**config.mk**
```make
export PLATFORM = sky130hd
export DESIGN_NAME = relay_command_decoder_core
export DESIGN_NICKNAME = d
export VERILOG_FILES = /design/src/hw/rtl/rcd_pkg.sv /design/src/hw/rtl/rcd_decode.sv /design/src/hw/rtl/relay_command_decoder_core.sv
export SDC_FILE = /design/constraint.sdc
export NUM_CORES = 1
export LEC_CHECK = 0
export ABC_CLOCK_PERIOD_IN_PS = 3900
export BUFFER_PORTS_ARGS = -buffer_cell sky130_fd_sc_hd__buf_2
export CORE_ASPECT_RATIO = 0.5
export CORE_MARGIN = 2
export CORE_UTILIZATION = 35
export CTS_BUF_LIST = sky130_fd_sc_hd__clkbuf_8
export DETAILED_ROUTE_END_ITERATION = 10
export PLACE_DENSITY_LB_ADDON = 0.12
export SYNTH_ARGS = -nofsm -noshare
export SYNTH_HDL_FRONTEND = slang
export SYNTH_HIERARCHICAL = 1
export SYNTH_SLANG_ARGS = --single-unit
```
**constraint.sdc**
```tcl
create_clock -name clk -period 3.9 [get_ports clk]
set_clock_uncertainty 0.2 [all_clocks]
set_input_delay 0.78 -clock clk [delete_from_list [all_inputs] [get_ports clk]]
set_output_delay 0.78 -clock clk [all_outputs]
set_load 0.02 [all_outputs]
```
**src/hw/rtl/rcd_pkg.sv**
```systemverilog
package rcd_pkg;

	typedef enum logic [1:0] {
		PH_CMD   = 2'd0,
		PH_RELAY = 2'd1,
		PH_SUM   = 2'd2
	} phase_t;

	localparam logic [7:0] CMD_GET   = 8'hA0;
	localparam logic [7:0] CMD_SET   = 8'hB0;
	localparam logic [7:0] CMD_RESET = 8'hC0;

	localparam logic RESP_NACK = 1'b0;
	localparam logic RESP_ACK  = 1'b1;

	localparam int unsigned RELAYS = 4;

	typedef struct packed {
		phase_t              phase;
		logic [7:0]          cmd;
		logic [1:0]          relay;
		logic [RELAYS-1:0]   set_drive;
		logic [RELAYS-1:0]   reset_drive;
	} dec_state_t;

	typedef struct packed {
		logic                emit;
		logic                resp;
		logic [RELAYS-1:0]   set_lines;
		logic [RELAYS-1:0]   reset_lines;
	} dec_result_t;

endpackage

```
**src/hw/rtl/rcd_decode.sv**
```systemverilog
module rcd_decode import rcd_pkg::*; (
	input  dec_state_t             cur,
	input  logic [7:0]             rx_byte,
	input  logic [RELAYS-1:0]      relay_feedback,
	output dec_state_t             nxt,
	output dec_result_t            res
);

	logic              is_cmd;
	logic              is_relay;
	logic              sum_ok;
	logic [RELAYS-1:0] sel;

	assign is_cmd   = (rx_byte == CMD_GET) || (rx_byte == CMD_SET) || (rx_byte == CMD_RESET);
	assign is_relay = (rx_byte[7:2] == 6'd0);
	// A valid command plus a relay number tops out at 0xC3, so eight bits never wrap.
	assign sum_ok   = (rx_byte == (cur.cmd + {6'd0, cur.relay}));
	assign sel      = RELAYS'(1) << cur.relay;

	// Next state.
	always_comb begin
		nxt = cur;
		unique case (cur.phase)
			PH_RELAY: begin
				if (is_relay) begin
					nxt.relay = rx_byte[1:0];
					nxt.phase = PH_SUM;
				end else begin
					nxt.cmd   = 8'd0;
					nxt.phase = PH_CMD;
				end
			end
			PH_SUM: begin
				nxt.phase = PH_CMD;
				if (sum_ok) begin
					unique case (cur.cmd)
						CMD_SET: begin
							nxt.set_drive   = cur.set_drive | sel;
							nxt.reset_drive = cur.reset_drive & ~sel;
						end
						CMD_RESET: begin
							nxt.set_drive   = cur.set_drive & ~sel;
							nxt.reset_drive = cur.reset_drive | sel;
						end
						default: ;
					endcase
				end
			end
			default: begin
				if (is_cmd) begin
					nxt.cmd   = rx_byte;
					nxt.phase = PH_RELAY;
				end else begin
					nxt.phase = PH_CMD;
				end
			end
		endcase
	end

	// Result beat.
	always_comb begin
		res.emit        = 1'b0;
		res.resp        = RESP_NACK;
		res.set_lines   = nxt.set_drive;
		res.reset_lines = nxt.reset_drive;
		unique case (cur.phase)
			PH_RELAY: begin
				res.emit = !is_relay;
			end
			PH_SUM: begin
				res.emit = 1'b1;
				if (sum_ok) begin
					unique case (cur.cmd)
						CMD_GET:   res.resp = |(relay_feedback & sel);
						CMD_SET:   res.resp = RESP_ACK;
						CMD_RESET: res.resp = RESP_ACK;
						default:   res.resp = RESP_NACK;
					endcase
				end
			end
			default: begin
				res.emit = !is_cmd;
			end
		endcase
	end

endmodule

```
**src/hw/rtl/relay_command_decoder_core.sv**
```systemverilog
// Relay command decoder: takes one received byte per beat and assembles three-byte commands
// (command 0xA0 get, 0xB0 set, 0xC0 reset; relay number 0 to 3; checksum equal to the sum of
// the first two). The command and relay bytes give no response; a bad byte or a wrong
// checksum answers NACK (0), a good set or reset answers ACK (1) and a good get answers the
// chosen relay's feedback bit. Every response also carries the current set and reset drive
// lines. A byte is decoded in the cycle it is accepted and its response appears on the
// output register in the next cycle, so the block takes one byte per cycle; the only thing
// that holds input back is a full output register that the sink is not taking.
module relay_command_decoder_core import rcd_pkg::*; (
	input  logic        clk,
	input  logic        arst_n,
	input  logic        s_tvalid,
	output logic        s_tready,
	input  logic [15:0] s_tdata,  // [7:0] rx_byte, [11:8] relay_feedback, [15:12] zero
	output logic        m_tvalid,
	input  logic        m_tready,
	output logic [15:0] m_tdata   // [0] response_byte, [4:1] set_lines, [8:5] reset_lines,
	                              // [15:9] zero
);

	dec_state_t  state_q;
	dec_state_t  state_nxt;
	dec_result_t res;
	logic        out_valid_s1;
	logic        out_resp_s1;
	logic [RELAYS-1:0] out_set_s1;
	logic [RELAYS-1:0] out_rst_s1;
	logic        accept;

	assign s_tready = !out_valid_s1 || m_tready;
	assign accept   = s_tvalid && s_tready;

	rcd_decode u_decode (
		.cur            (state_q),
		.rx_byte        (s_tdata[7:0]),
		.relay_feedback (s_tdata[11:8]),
		.nxt            (state_nxt),
		.res            (res)
	);

	always_ff @(posedge clk or negedge arst_n) begin
		if (!arst_n) begin
			state_q.phase       <= PH_CMD;
			state_q.cmd         <= 8'd0;
			state_q.relay       <= 2'd0;
			state_q.set_drive   <= '0;
			state_q.reset_drive <= '0;
		end else if (accept) begin
			state_q <= state_nxt;
		end
	end

	always_ff @(posedge clk or negedge arst_n) begin
		if (!arst_n) begin
			out_valid_s1 <= 1'b0;
		end else if (accept && res.emit) begin
			out_valid_s1 <= 1'b1;
		end else if (m_tready) begin
			out_valid_s1 <= 1'b0;
		end
	end

	always_ff @(posedge clk) begin
		if (accept && res.emit) begin
			out_resp_s1 <= res.resp;
			out_set_s1  <= res.set_lines;
			out_rst_s1  <= res.reset_lines;
		end
	end

	assign m_tvalid = out_valid_s1;
	assign m_tdata  = {7'd0, out_rst_s1, out_set_s1, out_resp_s1};

endmodule

```
## Yosys cells after proc, flatten, opt, wreduce, memory -nomap -nowiden

Index checks and enable logic that the tools add are counted.

- Order comparisons: 0
- Eq/ne operators: 10
- Divide/modulo/power cells: 0
- $mul: 0
- Multiplexer cells: 13
- Reductions and logical operators: 16
- Shift-type cells: 1
- Bitwise operators: 7
- Add/subtract/negate cells: 1

Operators with widths:

| cell | number |
|---|---|
| equality test 8 bit, second input constant | 6 |
| two-way mux 8 bit | 4 |
| one-hot mux 8 bit (2 select lines) | 2 |
| AND 4 bit | 3 |
| adder 8 x 2 -> 8 bit | 1 |
| equality test 8 bit | 1 |
| OR 4 bit | 2 |
| zero test 6 bit | 1 |
| NOT 4 bit | 1 |
| one-hot mux 1 bit (2 select lines) | 2 |
| one-hot mux 2 bit (2 select lines) | 1 |
| AND reduction 4 bit | 1 |
| nonzero test 2 bit | 2 |
| OR reduction 4 bit | 1 |
| left shift 1 x 2 -> 4 bit, first input constant | 1 |
| zero test 1 bit | 3 |
| logical OR 1 bit | 3 |
| two-way mux 1 bit | 3 |
| AND reduction 3 bit | 1 |
| equality test 2 x 1 -> 1 bit, second input constant | 1 |
| equality test 2 bit, second input constant | 1 |
| logical AND 1 bit | 2 |
| two-way mux 2 bit | 1 |
| inequality test 2 bit, second input constant | 1 |
| 3 further kinds | 3 |

- Memories kept: 0
- RAM bits: 0
- ROM bits: 0
- Flip-flop bits (word level): 30
- Bits in latches: 0
- Output and inout port bits: 18

## Longest topological paths before layout

Gate-level depths: netlist (run 1).

- Depth in word-level cells: 7
- Depth in mapped cells: 9
- Gate-level depth less buffers: 8

## Modules after synthesis

The synthesis (run 1) kept the hierarchy.

By module, submodules not included:

| module | area each (um^2) | cells each | times used |
|---|---|---|---|
| relay_command_decoder_core | 1238.7 | 66 | 1 |
| rcd_decode | 864.6 | 119 | 1 |

## Worst setup path before layout (run 1)

No wires, ideal clock.

- Path type: register -> register
- Start: register state_q[9] (netlist name)
- End: register state_q[1] (netlist name)
- Setup time: 125 ps
- Period minus slack after synthesis: 2696 ps
- Stages on the path, launching flop included: 9
- Arrival time: 2371 ps
- Buffers on the path: 1
- Slack: 1204 ps
- Cell sequence: dfrtp_1 -> ha_1 -> a21oi_1 -> or3_1 -> buf_2 -> a2111oi_0 -> nand4_1 -> a21bo_1 -> mux2_4

RTL lines:

| element | RTL line | text |
|---|---|---|
| start: declaration | relay_command_decoder_core.sv:21 | `dec_state_t state_q;` |
| start signal: assignment | relay_command_decoder_core.sv:49 | `state_q <= state_nxt;` |

==> results of run 1 <==
metal layers:
metal / routed length (um) / share of wire / vias to the layer above / global-route usage
li1: - / - / 700 / -
met1: 2170 / 0.50 / 715 / 0.201
met2: 1760 / 0.41 / 53 / 0.207
met3: 302 / 0.070 / 8 / 0.0371
met4: 65 / 0.015 / 0 / 0.0610
met5: 0 / 0 / - / 0
worst max-delay path by stage:
stage               startpoint  cells past startpoint    endpoint  slack (ps)
finish              state_q[9]                      7  state_q[3]         740
global route        state_q[9]                      7  state_q[3]         480
CTS                 state_q[9]                      7  state_q[3]         780
detailed placement  state_q[9]                      7  state_q[3]         790
global placement    state_q[9]                      7  state_q[3]         850
floorplan           state_q[9]                      8  state_q[1]        1200
through the flow:
step	utilization	std cells	hold WS (ps)	cell area (um^2)
detailed placement	0.385	268	297	2170
finish	0.404	276	254	2270
CTS	0.404	276	278	2270
floorplan	-	191	276	2130
global route	0.404	276	293	2270
global placement	0.385	268	296	2170
sequential cells by signal, summed over array words and instances (netlist names):
| signal | cells |
|---|---|
| state_q | 20 |
| out_rst_s1 | 4 |
| out_set_s1 | 4 |
| m_tvalid | 1 |
| out_resp_s1 | 1 |
synth_stat cells (2+ instances only):
library cell,instances
dfrtp_1,21
mux2_4,20
buf_4,16
nand4_1,10
nor2_1,10
edfxtp_1,9
xnor2_1,8
a21bo_1,6
nand2_1,6
nand3_1,6
a21oi_1,5
and2_1,4
ha_1,4
inv_1,4
xor2_1,4
a2111oi_0,3
a22o_1,3
buf_2,3
o21ai_0,3
a211oi_1,2
and3_1,2
buf_12,2
mux2_2,2
nor2b_1,2
nor3_1,2
o31ai_1,2
o41ai_1,2
or3_1,2
logic make-up (layout without fill, tap and decap cells):
group / after synthesis / count (layout) / synth area share
and+or+nand+nor: 53 / 53 / 0.151
AOI/OAI and AO/OA: 34 / 34 / 0.125
DFF: 30 / 30 / 0.378
buffers and inverters: 26 / 38 / 0.0922
muxes: 24 / 24 / 0.169
xor gates and xnor gates: 12 / 12 / 0.0500
adders and majority gates: 5 / 5 / 0.0333
other: 1 / 7 / 0.00178
area by class of cell:
cell class                 instances  area (um^2)  area share
timing repair buffer              26          130      0.0572
tap                               73         91.3      0.0402
multi-input combinational        135         1140       0.499
sequential                        30          796       0.350
inverter                           4         15.0     0.00660
clock inverter                     3         37.5      0.0165
clock buffer                       5         68.8      0.0303
power by group through the flow:
stage          Combinational (uW)  Sequential, uW  Clock [uW]
2_1_floorplan                 157             373           0
3_5_place_dp                  190             380           0
4_1_cts                       191             375         310
3_3_place_gp                  186             380           0
5_1_grt                       210             378         329
6_report                      192             376         303
==> summary.md, run 1 <==
| Metric | Value |
|---|---|
| Status | complete, no violations |
| Sw frac | 0.298 |
| Clock power frac | 0.348 |
| Number of synthesized flops with an enable pin | 9 |
| Avg Inst Size Synth | 11.4 um^2 |
| First-pass GRT wire length | 7140 um |
| Most frequent cells in the layout | 26 x buf_2, 21 x dfrtp_1, 20 x mux2_4 |
| Worst ir drop on vdd | 0.000133 V |
| Post-CTS resize count | 0 |
| Final setup margin | 739 ps |
| Grt ovf | 0 |
| Fin nets | 227 |
| Sequential cell fraction of total power | 0.432 |
| Setup TNS | 0 ps |
| Worst r2r src | state_q[9] |
| Critical Path Start Type | flip-flop |
| N_diodes | 0 |
| Antenna violations before repair | 0 |
| H-tree depth | 2 |
| Clock root cell | clkbuf_8 |
| Post-CTS Setup Repair Bufs | 0 |
| Synth area leader | dfrtp_1 |
| Slew HR | 0.463 |
| Commonest non-fill, non-tap cell in the layout | buf_2 |
| CP top delay family | compound AO/OA/AOI/OAI gates |
| Largest net degree at the start of global routing | 22 |
| GRT Util Overall | 0.142 |
| Crit path cell chain | ha_1 > a21oi_1 > o21ai_0 > a2111oi_0 > nand4_1 > a21bo_1 > mux2_4 |
| Initial core utilization | 0.373 |
| Flops & latches, synth | 30 |
| Reg-to-reg setup timing slack | 740 ps |
| Pre-CTS setup slack | 789 ps |
| R2r endpoint | state_q[3] |
| # rows | 19 |
| FMAX | 316 MHz |
| CTS sink count | 30 |
| Core Box Area | 0.00563 mm^2 |
| Crit Path Class | flip-flop to flip-flop |
| Power Density | 383 mW/mm^2 |
| Area Growth Syn to Fin | 8.15% |
| Hold Path Class | input port to async pin |
| Antenna Nets Post-Route | 0 |
| FFs w/ async S/R, synth | 0.700 |
| CP max FO | 11 |
| DP HPWL | 3230 um |
| Die Area | 0.00668 mm^2 |
| Avg WL per Cell | 15.6 um |
| Die height | 58.8 um |
| Clock transition at path regs | 70 ps |
| Post-synth top area share | 0.250 |
| Kind of end point of the critical path | flip-flop |
| Leak Pwr | 0.00106 uW |
| Final WL | 4310 um |
| Sequential cell area fraction in the yosys report | 0.378 |
| Remaining DRCs | 0 |
| Combinational power share | 0.221 |
| Layout cells sized above 1 | 0.291 |
| Number of global-route vias before repair | 1408 |
| Gpl congestion | 0.775 |
| Hold_buf cts | 0 |
| Crit path DAT | 3130 ps |
| Max-cap viol count | 0 |
| Slowest Stage Delay on Critical Path | 600 ps |
| Critical path data required time | 3870 ps |
| Pre-Repair DR Iteration Count | 4 |
| Pins Over Slew Limit | 0 |
| Pint | 611 uW |
| Final setup violation count | 0 |
| Primary FF master, synth | dfrtp_1 |
| Die width | 114 um |
| Synth area leaders | dfrtp_1 25%, mux2_4 14%, edfxtp_1 13% |
| Synth Instances | 185 |
| I/O pin cnt | 38 |
| Via count | 1476 |
| R2R depth | 7 |
| RSZ-0062 raised after global routing | false |
| Drt via density | 5.35 |
| P_sw | 259 uW |
| Final min period | 3160 ps |
| Clk_lat worst skew | 280 ps |
| CTS tree | done |
| Total power | 871 uW |
| Final hold vios | 0 |
| Slew of the pin with the lowest slew margin | 804 ps |
| Yosys warnings | 6 |
| Final-layout fill cell count | 567 |
| Period utilization | 0.810 |
| Synth cell types | 50 |
| Mapped Area | 0.00210 mm^2 |
| CP max-delay cell | dfrtp_1 |
| Crit path buf inv count | 0 |
| Buffers on Ports | 26 |
| Max Root-Sink Buffers | 2 |
| Iteration-0 DRC Markers | 85 |
| CTS buffer count | 5 |
No activity file was read; power rests on OpenSTA's default activity.
==> run 2, diff against run 1 <==
- ABC_CLOCK_PERIOD_IN_PS: 3900 -> 3000
- clock period: 3.9 -> 3 ns (I/O delays scaled with it)
==> summary.md, run 2 (synthesized netlist as in run 1, its figures left out) <==
| Metric | Value |
|---|---|
| Grt ovf | 0 (unchanged) |
| Pre-CTS setup slack | 205 ps (-584 ps) |
| Crit path cell chain | ha_1 > fa_1 > xnor2_1 > xnor2_1 > nand4b_1 > o41ai_1 > o31ai_1 > mux2_4 |
| Remaining DRCs | 0 (unchanged) |
| Critical path depth in cells | 8 (+1) |
| N_diodes | 0 (unchanged) |
| I/O pin cnt | 38 (unchanged) |
| CTS sink count | 30 (unchanged) |
| CP max FO | 5 (-6) |
| Buffers on Ports | 26 (unchanged) |
| DP HPWL | 3300 um (+2.0%) |
| Crit path buf inv count | 0 (unchanged) |
| Crit Path Class | flip-flop to flip-flop |
| RSZ-0062 raised after global routing | false |
| Worst Setup SP | state_q[10] |
| Total power | 1270 uW (+45%) |
| R2R depth | 8 (+1) |
| Clock transition at path regs | 70 ps (about the same) |
| Hold_buf cts | 0 (unchanged) |
| Finished layout cell area | 0.00237 mm^2 (+4.1%) |
| Worst r2r src | state_q[10] |
| CP most frequent cell | xnor2_1 |
| Setup TNS | 0 ps (unchanged) |
| Crit path DAT | 2790 ps (-340 ps) |
| Slew of the pin with the lowest slew margin | 602 ps (-202 ps) |
| Max Root-Sink Buffers | 2 (unchanged) |
| Slowest Stage Delay on Critical Path | 430 ps (-170 ps) |
| Most frequent cells in the layout | 26 x buf_2, 21 x dfrtp_1, 20 x mux2_4 |
| Antenna Nets Post-Route | 0 (unchanged) |
| Iteration-0 DRC Markers | 60 (-29%) |
| Critical Path End | state_q[0] |
| GRT Util Overall | 0.143 (+0.000973) |
| Largest Register | state_q |
| Leak Pwr | 0.00112 uW (+4.9%) |
| Final setup margin | 187 ps (-552 ps) |
| Status | complete, no violations |
| Antenna violations before repair | 0 (unchanged) |
| Clk_lat worst skew | 290 ps (about the same) |
| H-tree depth | 2 (unchanged) |
| Final WL | 4460 um (+3.5%) |
| Hold Path Class | input port to async pin |
| Max FFs per register | 20 (unchanged) |
| Final hold vios | 0 (unchanged) |
| CP max-delay cell | dfrtp_1 |
| R2r endpoint | state_q[0] |
| Pins Over Slew Limit | 0 (unchanged) |
| Top Registers | state_q: 20 flops, out_rst_s1: 4 flops, out_set_s1: 4 flops |
| Post-CTS Setup Repair Bufs | 0 (unchanged) |
| FMAX | 356 MHz (+12%) |
| # rows | 19 (unchanged) |
| CTS buffer count | 5 (unchanged) |
| Power Density | 535 mW/mm^2 (+40%) |
| Fin nets | 234 (+3.1%) |
| Number of global-route vias before repair | 1413 (+0.36%) |
| Pre-Repair DR Iteration Count | 4 (unchanged) |
| Avg WL per Cell | 15.7 um (+0.97%) |
| Core Box Area | 0.00563 mm^2 (unchanged) |
| Commonest non-fill, non-tap cell in the layout | buf_2 |
| Reg-to-reg setup timing slack | 190 ps (-550 ps) |
| Placed inst area | 0.00222 mm^2 (+2.4%) |
| Area Growth Syn to Fin | 12.6% |
| Final min period | 2810 ps (-348 ps) |
| Clock root cell | clkbuf_8 |
| Critical path data required time | 2970 ps (-900 ps) |
| Util after Layout | 0.420 (+0.0167) |
| Die width | 114 um (unchanged) |
| Largest net degree at the start of global routing | 22 (unchanged) |
| First-pass GRT wire length | 7180 um (+0.49%) |
| Critical Path Start Type | flip-flop |
| Max-cap viol count | 0 (unchanged) |
| CTS tree | done |
| Die Area | 0.00668 mm^2 (unchanged) |
| Period utilization | 0.938 (+0.127) |
| Slew HR | 0.599 (+0.136) |
| Worst ir drop on vdd | 0.000189 V (+42%) |
| CP top delay family | adder cells |
| Via count | 1489 (+0.88%) |
| Initial core utilization | 0.373 (unchanged) |
| Final setup violation count | 0 (unchanged) |
| Kind of end point of the critical path | flip-flop |
| Gpl congestion | 0.789 (+1.8%) |
| Die height | 58.8 um (unchanged) |
| Layout cells sized above 1 | 0.329 (+0.0379) |
| Drt via density | 5.26 (-1.6%) |
[run 2: changes by cell type in the layout (fill, tap and decap cells not counted), sizes merged]
cell,change
buf,+7
bufinv,+1
clkbuf,+1
clkinv,-1
inv,-1
[run 2: worst min path at each step]
stage          startpoint           to  slack (ps)  depth (start not counted)
2_1_floorplan      arst_n     m_tvalid         100                          0
6_report           arst_n   state_q[4]          90                          1
3_3_place_gp   state_q[5]   state_q[5]         300                          1
3_5_place_dp   state_q[5]   state_q[5]         300                          1
4_1_cts            arst_n  state_q[11]         100                          1
5_1_grt            arst_n   state_q[4]         110                          1
[run 2: cell type report]
cell class | instances | area (um^2)
clock buffers | 6 | 82.6
clock inverters | 2 | 60.1
fillers | 526 | 3270
inverters | 4 | 15.0
multi-input cells | 135 | 1140
flip-flops and latches | 30 | 796
well taps | 73 | 91.3
repair buffers | 33 | 183
[run 2: power by group]
group | internal [uW] | switching (uW) | total [uW] | leakage, uW
logic | 115 | 144 | 259 | 0.000666
clock network | 354 | 167 | 522 | 0.0000714
registers | 445 | 40.8 | 486 | 0.000378
total | 915 | 352 | 1270 | 0.00112
[run 2: what timing repair did]
item | in CTS | in global routing
setup endpoints to repair | 0 | 3
hold endpoints to repair | 0 | 0
resized for setup | 0 | 2
[run 2: through the flow]
step,hold WS (ps),cells
2_1_floorplan,104,191
3_3_place_gp,297,275
3_5_place_dp,297,275
4_1_cts,99.8,283
5_1_grt,109,283
6_report,88.0,283
[run 2: layer usage]
metal / vias to the layer above / part of all wire / global-route usage
met1: 722 / 0.52 / 0.199
met2: 48 / 0.40 / 0.205
met3: 5 / 0.065 / 0.0474
li1: 714 / - / -
met5: - / 0 / 0
met4: 0 / 0.011 / 0.0610
